`config.mk`:
```
export PLATFORM = sky130hd
export DESIGN_NAME = stable_priority_ready_queue_flat
export DESIGN_NICKNAME = d
export VERILOG_FILES = /design/src/design/spq_pkg.sv /design/src/design/spq_if.sv /design/src/design/spq_front.sv /design/src/design/spq_back.sv /design/src/design/stable_priority_ready_queue.sv /design/src/flat_wrapper.sv
export SDC_FILE = /design/constraint.sdc
export NUM_CORES = 1
export LEC_CHECK = 0
export BUFFER_PORTS_ARGS = -buffer_cell sky130_fd_sc_hd__buf_2
export CELL_PAD_IN_SITES_DETAIL_PLACEMENT = 2
export CELL_PAD_IN_SITES_GLOBAL_PLACEMENT = 2
export CORE_MARGIN = 4
export CORE_UTILIZATION = 47
export DETAILED_ROUTE_END_ITERATION = 8
export HOLD_SLACK_MARGIN = 0.06
export PLACE_DENSITY_LB_ADDON = 0.05
export SYNTH_ARGS = -nofsm -noshare
export SYNTH_HDL_FRONTEND = slang
export SYNTH_SLANG_ARGS = --single-unit
```
`constraint.sdc`:
```
create_clock -name clk -period 6.7 [get_ports clk]
set_input_delay 1.34 -clock clk [delete_from_list [all_inputs] [get_ports clk]]
set_output_delay 1.34 -clock clk [all_outputs]
set_load 0.005 [all_outputs]
```
`src/design/spq_pkg.sv`:
```
`timescale 1ns / 1ps
`default_nettype none
// ----------------------------------------------------------------------------
// spq_pkg
// Types and codes shared by the stable priority ready queue.
// ----------------------------------------------------------------------------
package spq_pkg;

	localparam int unsigned DataW = 8;
	localparam int unsigned OccW  = 5;
	localparam int unsigned CmdQDepth = 2;

	typedef enum logic [0:0] {
		CMD_ENQ = 1'b0,
		CMD_DEQ = 1'b1
	} spq_cmd_code_t;

	typedef enum logic [1:0] {
		ST_ENQ   = 2'd0,
		ST_DEQ   = 2'd1,
		ST_FULL  = 2'd2,
		ST_EMPTY = 2'd3
	} spq_status_t;

	typedef struct packed {
		spq_cmd_code_t     cmd;
		logic [DataW-1:0]  prio;
		logic [DataW-1:0]  tag;
	} spq_cmd_t;

endpackage
`default_nettype wire

```
`src/design/spq_if.sv`:
```
`timescale 1ns / 1ps
`default_nettype none
// ----------------------------------------------------------------------------
// spq_in_if / spq_out_if
// Valid/ready channels for queue commands and their results.
// ----------------------------------------------------------------------------
interface spq_in_if;
	logic       valid;
	logic       ready;
	logic       cmd;
	logic [7:0] priority_req;
	logic [7:0] process_id;

	modport source (output valid, output cmd, output priority_req, output process_id,
		input ready);
	modport sink (input valid, input cmd, input priority_req, input process_id,
		output ready);
endinterface

interface spq_out_if;
	logic       valid;
	logic       ready;
	logic [1:0] status;
	logic [7:0] out_id;
	logic [7:0] out_priority;
	logic [4:0] occupancy;

	modport source (output valid, output status, output out_id, output out_priority,
		output occupancy, input ready);
	modport sink (input valid, input status, input out_id, input out_priority,
		input occupancy, output ready);
endinterface
`default_nettype wire

```
`src/design/spq_front.sv`:
```
`timescale 1ns / 1ps
`default_nettype none
// ----------------------------------------------------------------------------
// spq_front
// Accepts commands, decodes them and holds them in a two-entry queue.
// ----------------------------------------------------------------------------
module spq_front
	import spq_pkg::*;
(
	input  wire logic  clk,
	input  wire logic  arst_n,
	spq_in_if.sink     req,
	output spq_cmd_t   cmd_data,
	output logic       cmd_valid,
	input  wire logic  cmd_ready
);

	localparam int unsigned PtrW = $clog2(CmdQDepth);
	localparam int unsigned CntW = $clog2(CmdQDepth + 1);

	spq_cmd_t          mem_q [CmdQDepth];
	logic [PtrW-1:0]   wptr_q;
	logic [PtrW-1:0]   rptr_q;
	logic [CntW-1:0]   cnt_q;
	logic              push;
	logic              pop;
	spq_cmd_t          in_cmd;

	assign req.ready = (cnt_q != CntW'(CmdQDepth));
	assign cmd_valid = (cnt_q != '0);
	assign push      = req.valid && req.ready;
	assign pop       = cmd_valid && cmd_ready;
	assign cmd_data  = mem_q[rptr_q];

	always_comb begin
		in_cmd.cmd  = req.cmd ? CMD_DEQ : CMD_ENQ;
		in_cmd.prio = req.priority_req;
		in_cmd.tag  = req.process_id;
	end

	always_ff @(posedge clk) begin
		if (push) begin
			mem_q[wptr_q] <= in_cmd;
		end
	end

	always_ff @(posedge clk or negedge arst_n) begin
		if (!arst_n) begin
			wptr_q <= '0;
			rptr_q <= '0;
			cnt_q  <= '0;
		end else begin
			if (push) begin
				wptr_q <= (wptr_q == PtrW'(CmdQDepth - 1)) ? '0 : wptr_q + 1'b1;
			end
			if (pop) begin
				rptr_q <= (rptr_q == PtrW'(CmdQDepth - 1)) ? '0 : rptr_q + 1'b1;
			end
			case ({push, pop})
				2'b10:   cnt_q <= cnt_q + 1'b1;
				2'b01:   cnt_q <= cnt_q - 1'b1;
				default: cnt_q <= cnt_q;
			endcase
		end
	end

endmodule
`default_nettype wire

```
`src/design/spq_back.sv`:
```
`timescale 1ns / 1ps
`default_nettype none
// ----------------------------------------------------------------------------
// spq_back
// Sorted shift-register store: inserts an item or removes the head,
// result held in an output register.
// ----------------------------------------------------------------------------
module spq_back
	import spq_pkg::*;
#(
	parameter int unsigned DEPTH = 16
) (
	input  wire logic      clk,
	input  wire logic      arst_n,
	input  wire spq_cmd_t  cmd_data,
	input  wire logic      cmd_valid,
	output logic           cmd_ready,
	spq_out_if.source      rsp
);

	localparam int unsigned CntW = $clog2(DEPTH + 1);

	logic [DataW-1:0]  prio_q [DEPTH];
	logic [DataW-1:0]  tag_q  [DEPTH];
	logic [CntW-1:0]   count_q;
	logic [DEPTH-1:0]  lt;
	logic              fire;
	logic              full;
	logic              empty;
	logic              do_enq;
	logic              do_deq;

	logic              out_valid_q;
	spq_status_t       status_q;
	logic [DataW-1:0]  out_id_q;
	logic [DataW-1:0]  out_prio_q;
	logic [OccW-1:0]   occ_q;

	assign cmd_ready = !out_valid_q || rsp.ready;
	assign fire      = cmd_valid && cmd_ready;
	assign full      = (count_q == CntW'(DEPTH));
	assign empty     = (count_q == '0);
	assign do_enq    = fire && (cmd_data.cmd == CMD_ENQ) && !full;
	assign do_deq    = fire && (cmd_data.cmd == CMD_DEQ) && !empty;

	// slot moves back on insert when empty or of strictly lower priority
	always_comb begin
		for (int i = 0; i < DEPTH; i++) begin
			lt[i] = (CntW'(i) >= count_q) || (prio_q[i] < cmd_data.prio);
		end
	end

	for (genvar i = 0; i < DEPTH; i++) begin : g_slot
		always_ff @(posedge clk) begin
			if (do_enq && lt[i]) begin
				if (i == 0) begin
					prio_q[i] <= cmd_data.prio;
					tag_q[i]  <= cmd_data.tag;
				end else begin
					prio_q[i] <= lt[(i > 0) ? i - 1 : 0] ? prio_q[(i > 0) ? i - 1 : 0]
						: cmd_data.prio;
					tag_q[i]  <= lt[(i > 0) ? i - 1 : 0] ? tag_q[(i > 0) ? i - 1 : 0]
						: cmd_data.tag;
				end
			end else if (do_deq && (i < DEPTH - 1)) begin
				prio_q[i] <= prio_q[(i < DEPTH - 1) ? i + 1 : i];
				tag_q[i]  <= tag_q[(i < DEPTH - 1) ? i + 1 : i];
			end
		end
	end

	always_ff @(posedge clk or negedge arst_n) begin
		if (!arst_n) begin
			count_q     <= '0;
			out_valid_q <= 1'b0;
		end else begin
			if (do_enq) begin
				count_q <= count_q + 1'b1;
			end else if (do_deq) begin
				count_q <= count_q - 1'b1;
			end
			if (fire) begin
				out_valid_q <= 1'b1;
			end else if (rsp.ready) begin
				out_valid_q <= 1'b0;
			end
		end
	end

	always_ff @(posedge clk) begin
		if (fire) begin
			out_id_q   <= '0;
			out_prio_q <= '0;
			if (cmd_data.cmd == CMD_ENQ) begin
				status_q <= full ? ST_FULL : ST_ENQ;
				occ_q    <= full ? OccW'(count_q) : OccW'(count_q + 1'b1);
			end else if (empty) begin
				status_q <= ST_EMPTY;
				occ_q    <= '0;
			end else begin
				status_q   <= ST_DEQ;
				out_id_q   <= tag_q[0];
				out_prio_q <= prio_q[0];
				occ_q      <= OccW'(count_q - 1'b1);
			end
		end
	end

	assign rsp.valid        = out_valid_q;
	assign rsp.status       = status_q;
	assign rsp.out_id       = out_id_q;
	assign rsp.out_priority = out_prio_q;
	assign rsp.occupancy    = occ_q;

endmodule
`default_nettype wire

```
`src/design/stable_priority_ready_queue.sv`:
```
`timescale 1ns / 1ps
`default_nettype none
// ----------------------------------------------------------------------------
// stable_priority_ready_queue
// Bounded ready queue in priority order, FIFO among equal priorities.
// ----------------------------------------------------------------------------
// channel  dir  fields
// req      in   cmd, priority_req, process_id
// rsp      out  status, out_id, out_priority, occupancy
//
// An item passes from req to rsp through the command queue and then the
// sorted store, which inserts an item or removes the head; rsp is registered.
// One item per cycle is sustained while rsp is taken.
// Reset clears the entry count and both queues; no clearing pass.
// A stalled rsp holds its result; req stalls once the command queue is full.
// ----------------------------------------------------------------------------
module stable_priority_ready_queue
	import spq_pkg::*;
#(
	parameter int unsigned DEPTH = 16
) (
	input  wire logic  clk,
	input  wire logic  arst_n,
	spq_in_if.sink     req,
	spq_out_if.source  rsp
);

	spq_cmd_t  cmd_data;
	logic      cmd_valid;
	logic      cmd_ready;

	spq_front u_front (
		.clk       (clk),
		.arst_n    (arst_n),
		.req       (req),
		.cmd_data  (cmd_data),
		.cmd_valid (cmd_valid),
		.cmd_ready (cmd_ready)
	);

	spq_back #(
		.DEPTH (DEPTH)
	) u_back (
		.clk       (clk),
		.arst_n    (arst_n),
		.cmd_data  (cmd_data),
		.cmd_valid (cmd_valid),
		.cmd_ready (cmd_ready),
		.rsp       (rsp)
	);

endmodule
`default_nettype wire
```
`src/flat_wrapper.sv`:
```
// flat-port wrapper written by rule: the top's interface ports become plain ports
module stable_priority_ready_queue_flat import spq_pkg::*;
#(
	parameter int unsigned DEPTH = 16
)
  (clk, arst_n, req_valid, req_cmd, req_priority_req, req_process_id, req_ready, rsp_valid, rsp_status, rsp_out_id, rsp_out_priority, rsp_occupancy, rsp_ready);
  spq_in_if req_i ();
  spq_out_if rsp_i ();
  input  wire logic clk;
  input  wire logic arst_n;
  input wire logic [$bits(req_i.valid)-1:0] req_valid;
  input wire logic [$bits(req_i.cmd)-1:0] req_cmd;
  input wire logic [$bits(req_i.priority_req)-1:0] req_priority_req;
  input wire logic [$bits(req_i.process_id)-1:0] req_process_id;
  output wire logic [$bits(req_i.ready)-1:0] req_ready;
  output wire logic [$bits(rsp_i.valid)-1:0] rsp_valid;
  output wire logic [$bits(rsp_i.status)-1:0] rsp_status;
  output wire logic [$bits(rsp_i.out_id)-1:0] rsp_out_id;
  output wire logic [$bits(rsp_i.out_priority)-1:0] rsp_out_priority;
  output wire logic [$bits(rsp_i.occupancy)-1:0] rsp_occupancy;
  input wire logic [$bits(rsp_i.ready)-1:0] rsp_ready;
  assign req_i.valid = req_valid;
  assign req_i.cmd = req_cmd;
  assign req_i.priority_req = req_priority_req;
  assign req_i.process_id = req_process_id;
  assign req_ready = req_i.ready;
  assign rsp_valid = rsp_i.valid;
  assign rsp_status = rsp_i.status;
  assign rsp_out_id = rsp_i.out_id;
  assign rsp_out_priority = rsp_i.out_priority;
  assign rsp_occupancy = rsp_i.occupancy;
  assign rsp_i.ready = rsp_ready;
  stable_priority_ready_queue #(.DEPTH(DEPTH)) u_core (.clk(clk), .arst_n(arst_n), .req(req_i), .rsp(rsp_i));
endmodule
```
# After elaboration in Yosys (flattened, before gate mapping)
# Memory sizes are Yosys's and may differ from the RTL's.
# Index checks and enable logic that the tools add are counted.
[totals] in_bits=21 wordCells=272 reg_bits=33 mem_bits_rw=290 mem_count=3
[classes] magnitude_cmp=32 bitwise_logic=31 eq_ne=4 reduce_logical=48 add_sub_neg=6 mux=139
[mem_list] name="u_core.u_back.prio_q" words=16 width=8 rd=16 rd_clocked_by_memory_dff=0 write_ports=16 line="spq_back.sv:23" text="logic [DataW-1:0] prio_q [DEPTH];"
[mem_list] name="u_core.u_back.tag_q" words=16 width=8 rd=16 rd_clocked_by_memory_dff=0 write_ports=16 line="spq_back.sv:24" text="logic [DataW-1:0] tag_q [DEPTH];"
[mem_list] name="u_core.u_front.mem_q" words=2 width=17 rd=1 rd_clocked_by_memory_dff=0 write_ports=1 line="spq_front.sv:21" text="spq_cmd_t mem_q [CmdQDepth];"
[op_table] op="$mux 8" n=60
[op_table] op="$lt 8x8->1" n=16
[op_table] op="$mux 1" n=70
[op_table] op="$ge 4x5->1 const A" n=8
[op_table] op="$or 1x1->1" n=30
[op_table] op="$mux 5" n=5
[op_table] op="$logic_and 1x1->1" n=22
[op_table] op="$ge 3x5->1 const A" n=4
[op_table] op="$logic_or 1x1->1" n=17
[op_table] op="$ge 1x5->1 const A" n=2
[op_table] op="$ge 2x5->1 const A" n=2
[op_table] op="$reduce_bool 2->1" n=4
[op_table] op="$mux 2" n=3
[op_table] op="$add 5x1->5 const B" n=1
[op_table] op="$eq 5x5->1 const B" n=1
[op_table] op="$logic_not 5->1" n=1
[op_table] op="$sub 5x1->5 const B" n=1
[op_table] op="$pmux 2 s2" n=1
[op_table] op="$logic_not 1->1" n=3
[op_table] op="$add 1x1->1 const B" n=2
[op_table] op="$add 2x1->2 const B" n=1
[op_table] op="$eq 2x1->1 const B" n=1
[op_table] op="$eq 2x2->1 const B" n=1
[op_table] op="$ne 2x2->1 const B" n=1
[op_table] op="other kinds (3)" n=3

# Logic depth before layout (Yosys ltp)
[depth] ltp_word=9 ltp_mapped=13

# Modules after synthesis
# Synthesis repeated with hierarchy kept, for this count alone.
[unflattened] cells_unflattened=1757 hier_area_um2=19169.6
[by_module_without_submodules] mod="spq_back" n_inst=1 cells_per_inst=1687 area_per_inst_um2=17739.5 seq_area_each_um2=8528.2
[by_module_without_submodules] mod="spq_front" n_inst=1 cells_per_inst=70 area_per_inst_um2=1430.1 seq_area_each_um2=1121.1

# Worst setup path before layout
# Ideal clock, no wire load.
[synth_timing] path_kind="flip-flop to flip-flop" from="register u_core.u_front.rptr_q" to="memory u_core.u_back.prio_q[8][0] (netlist: u_core.u_back.prio_q[1][0]) (enable)" slack_ns=2.282 required_time_ns=6.289 path_stages_with_launch=13 path_buffers=4 arrival_time_ns=4.007 setup_time_ns=0.411 cell_sequence="dfrtp_1 > buf_6 > buf_2 > mux2_2 > clkbuf_1 > inv_1 > ha_1 > a21oi_1 > o21ai_0 > nor3_2 > nor2_1 > buf_2 > o21ai_0"
[synth_rtl] item="start: declaration" line="spq_front.sv:23" text="logic [PtrW-1:0] rptr_q;"
[synth_rtl] item="start signal: assignment" line="spq_front.sv:57" text="rptr_q <= (rptr_q == PtrW'(CmdQDepth - 1)) ? '0 : rptr_q + 1'b1;"
[synth_rtl] item="end: declaration" line="spq_back.sv:23"

==> results.json <==
{
  "run_status": "completed",
  "ys_types": 56,
  "crit_chain": "mux2_2 > inv_1 > ha_1 > o211ai_1 > a211oi_1 > o31a_1 > o21ai_1 > buf_4",
  "slew_violations": 0,
  "critPathArrivalTime_ns": 5.11,
  "final_util_pct": 52.5,
  "min_period_ns": 4.86,
  "fmax_mhz": 206,
  "vias_per_cell": 6.24,
  "die_h_um": 205,
  "postCtsResizedCells": 0,
  "critPathMaxStageDelay_ns": 1.03,
  "synthCells": 1564,
  "drtAntennaViolNets": 0,
  "postSynthAreaPerCell_sq_um": 11.7,
  "gp_congestion": 0.818,
  "path_buf_inv": 2,
  "synth_area_sq_um": 18200,
  "drt_pass1_iterations": 4,
  "cpMaxStageDelayCell": "dfrtp_1",
  "nets": 1716,
  "worstMarginPinSlew_ns": 1.20,
  "drc": 0,
  "finalNonFillerCells": 2118,
  "cpLargestDelayFamily": "compound AO/OA/AOI/OAI gates",
  "dp_cells": 2048,
  "startpoint": "u_core.u_front.rptr_q$_DFFE_PN0P_",
  "cts-htree-levels": 2,
  "vias": 13200,
  "ioPinCount": 46,
  "synth-warning-count": 0,
  "postSynthNetCount": 1703,
  "drt_iter0_drc": 1009,
  "period_share_pct": 72.6,
  "core_area_sq_um": 38000,
  "synth_edf_count": 313,
  "grt_start_max_net_pins": 255,
  "clk_pin_slew_worst_paths_ns": 0.06,
  "crit_required_ns": 6.94,
  "rsz0062_at_grt": "no",
  "endpoint_kind": "flop",
  "layout_common_cells": "313 x edfxtp_1, 217 x nand2_1, 195 x mux2i_1, 178 x o21ai_0, 118 x ha_1",
  "hold_violations": 0,
  "antenna_found_initial": 0,
  "fin_hold_ws_ns": 0.490,
  "clk_latency_ns": 0.57,
  "multi_input_area_sq_um": 7930,
  "ys_seq_area_share_pct": 52.9,
  "cp-start-kind": "flop",
  "fillCellCount": 3741,
  "numCtsBuffers": 38,
  "die_area_sq_um": 42000,
  "grtUsageTotal_pct": 27.4,
  "seq_area_sq_um": 9650,
  "rows": 71,
  "drv_cap": 0,
  "setup-tns-final_ns": 0,
  "finalWirelength_um": 57600,
  "start_util_pct": 48.0,
  "layout-drive-gt1-share_pct": 11.6,
  "synth-main-ff-cell": "edfxtp_1",
  "hold_path_class": "flop to flop",
  "io_buffers": 45,
  "hold_start": "u_core.u_front.cnt_q[1]$_DFFE_PN0P_",
  "die_w_um": 205,
  "setup_viol": 0,
  "layout_commonest_cell": "edfxtp_1",
  "reg2reg_from": "u_core.u_front.rptr_q$_DFFE_PN0P_",
  "finClkSkew_ns": 0.0212,
  "async_flop_share_pct": 3.10,
  "cts-hold-fix-buffers": 0,
  "area_growth_pct": 9.45,
  "dp_hpwl_um": 39100,
  "synth_seq_cells": 323,
  "grt_pass1_vias": 14800,
  "slew_headroom_pct": 20.1,
  "grt_first_pass_wirelength_um": 88700,
  "max-clock-path-buffers": 3,
  "gr-total-overflow": 0,
  "wl_per_cell_um": 27.2,
  "clockRootBuffer": "clkbuf_16",
  "post_cts_buffers": 0,
  "crit_type": "flop to flop",
  "cts_tree": "built",
  "path_max_fanout": 19,
  "clock_sinks": 323
}
## cell families after synthesis
| group | synth area share [%] |
|---|---|
| and+or+nand+nor | 7.90 |
| adders and majority gates | 8.09 |
| DFF | 52.9 |
| xor gates and xnor gates | 0.384 |
| muxes | 12.7 |
| buffers and inverters | 3.78 |
| AOI/OAI and AO/OA | 14.3 |
## synth_stat cells, types with 13 or more instances
master | count | share of area, %
edfxtp_1 | 313 | 52
nand2_1 | 218 | 4.5
mux2i_1 | 195 | 11
o21ai_0 | 193 | 5.3
ha_1 | 118 | 8.1
nor2_1 | 68 | 1.4
a21oi_1 | 59 | 1.6
buf_2 | 44 | 1.2
clkbuf_1 | 41 | 0.84
o32a_1 | 37 | 2.0
o31a_1 | 35 | 1.7
mux2_2 | 31 | 1.9
o21ai_1 | 26 | 0.71
buf_4 | 18 | 0.74
and2_1 | 17 | 0.58
nand4_1 | 14 | 0.48
o211ai_1 | 14 | 0.58
a211oi_1 | 13 | 0.53
inv_1 | 13 | 0.27
## routing by layer
layer	GRT usage [%]	share of wire (%)	vias up
met4	7.42	2.4	0
met5	0	0	-
met1	35.7	44	6872
met3	4.56	4.1	90
met2	47.7	50	296
li1	-	-	5951
## final cells by class
class                      instances  share of cell area [%]
tap                              511                    3.20
inverter                          13                   0.244
clock buffer                      52                    5.13
multi-input combinational       1113                    39.7
clock inverter                    17                   0.608
antenna                            1                  0.0125
timing repair buffer              88                    2.81
sequential                       323                    48.3
## through the flow
stage                     setup WS [ns]  cell area [sq um]
after floorplan                    2.28              18200
after CTS                          1.81              20000
after detailed placement           1.82              18800
after global routing               1.60              20000
after global placement             2.08              18800
final                              1.84              20000
## sequential cells by signal, indices dropped and copies added (netlist names)
register and flops:
u_core.u_front.mem_q 34, u_core.u_back.rsp.occupancy 5, u_core.u_back.rsp.out_priority 8, u_core.u_back.rsp.status 2
u_core.u_front.wptr_q 1, u_core.u_front.rptr_q 1, u_core.u_back.rsp.out_id 8, u_core.u_back.rsp.valid 1
u_core.u_back.count_q 5, u_core.u_back.prio_q 128, u_core.u_back.tag_q 128, u_core.u_front.cnt_q 2
## final timing paths
path	end	slack, ns	cells after the start
worst max-delay path	u_core.u_back.prio_q[0][14]$_DFFE_PP_	1.84	8
worst min-delay path	u_core.u_front.cnt_q[1]$_DFFE_PN0P_	0.49	1
worst max register to register	u_core.u_back.prio_q[0][14]$_DFFE_PP_	1.84	8
worst min register to register	u_core.u_front.cnt_q[1]$_DFFE_PN0P_	0.49	1
max in group asynchronous	u_core.u_front.wptr_q$_DFFE_PN0P_	5.82	1
min in group asynchronous	u_core.u_back.count_q[2]$_DFFE_PN0P_	0.65	1
Power is left out: the tool's default activity adds up to more than one toggle a clock period on the data nets, which glitch-free logic cannot reach.
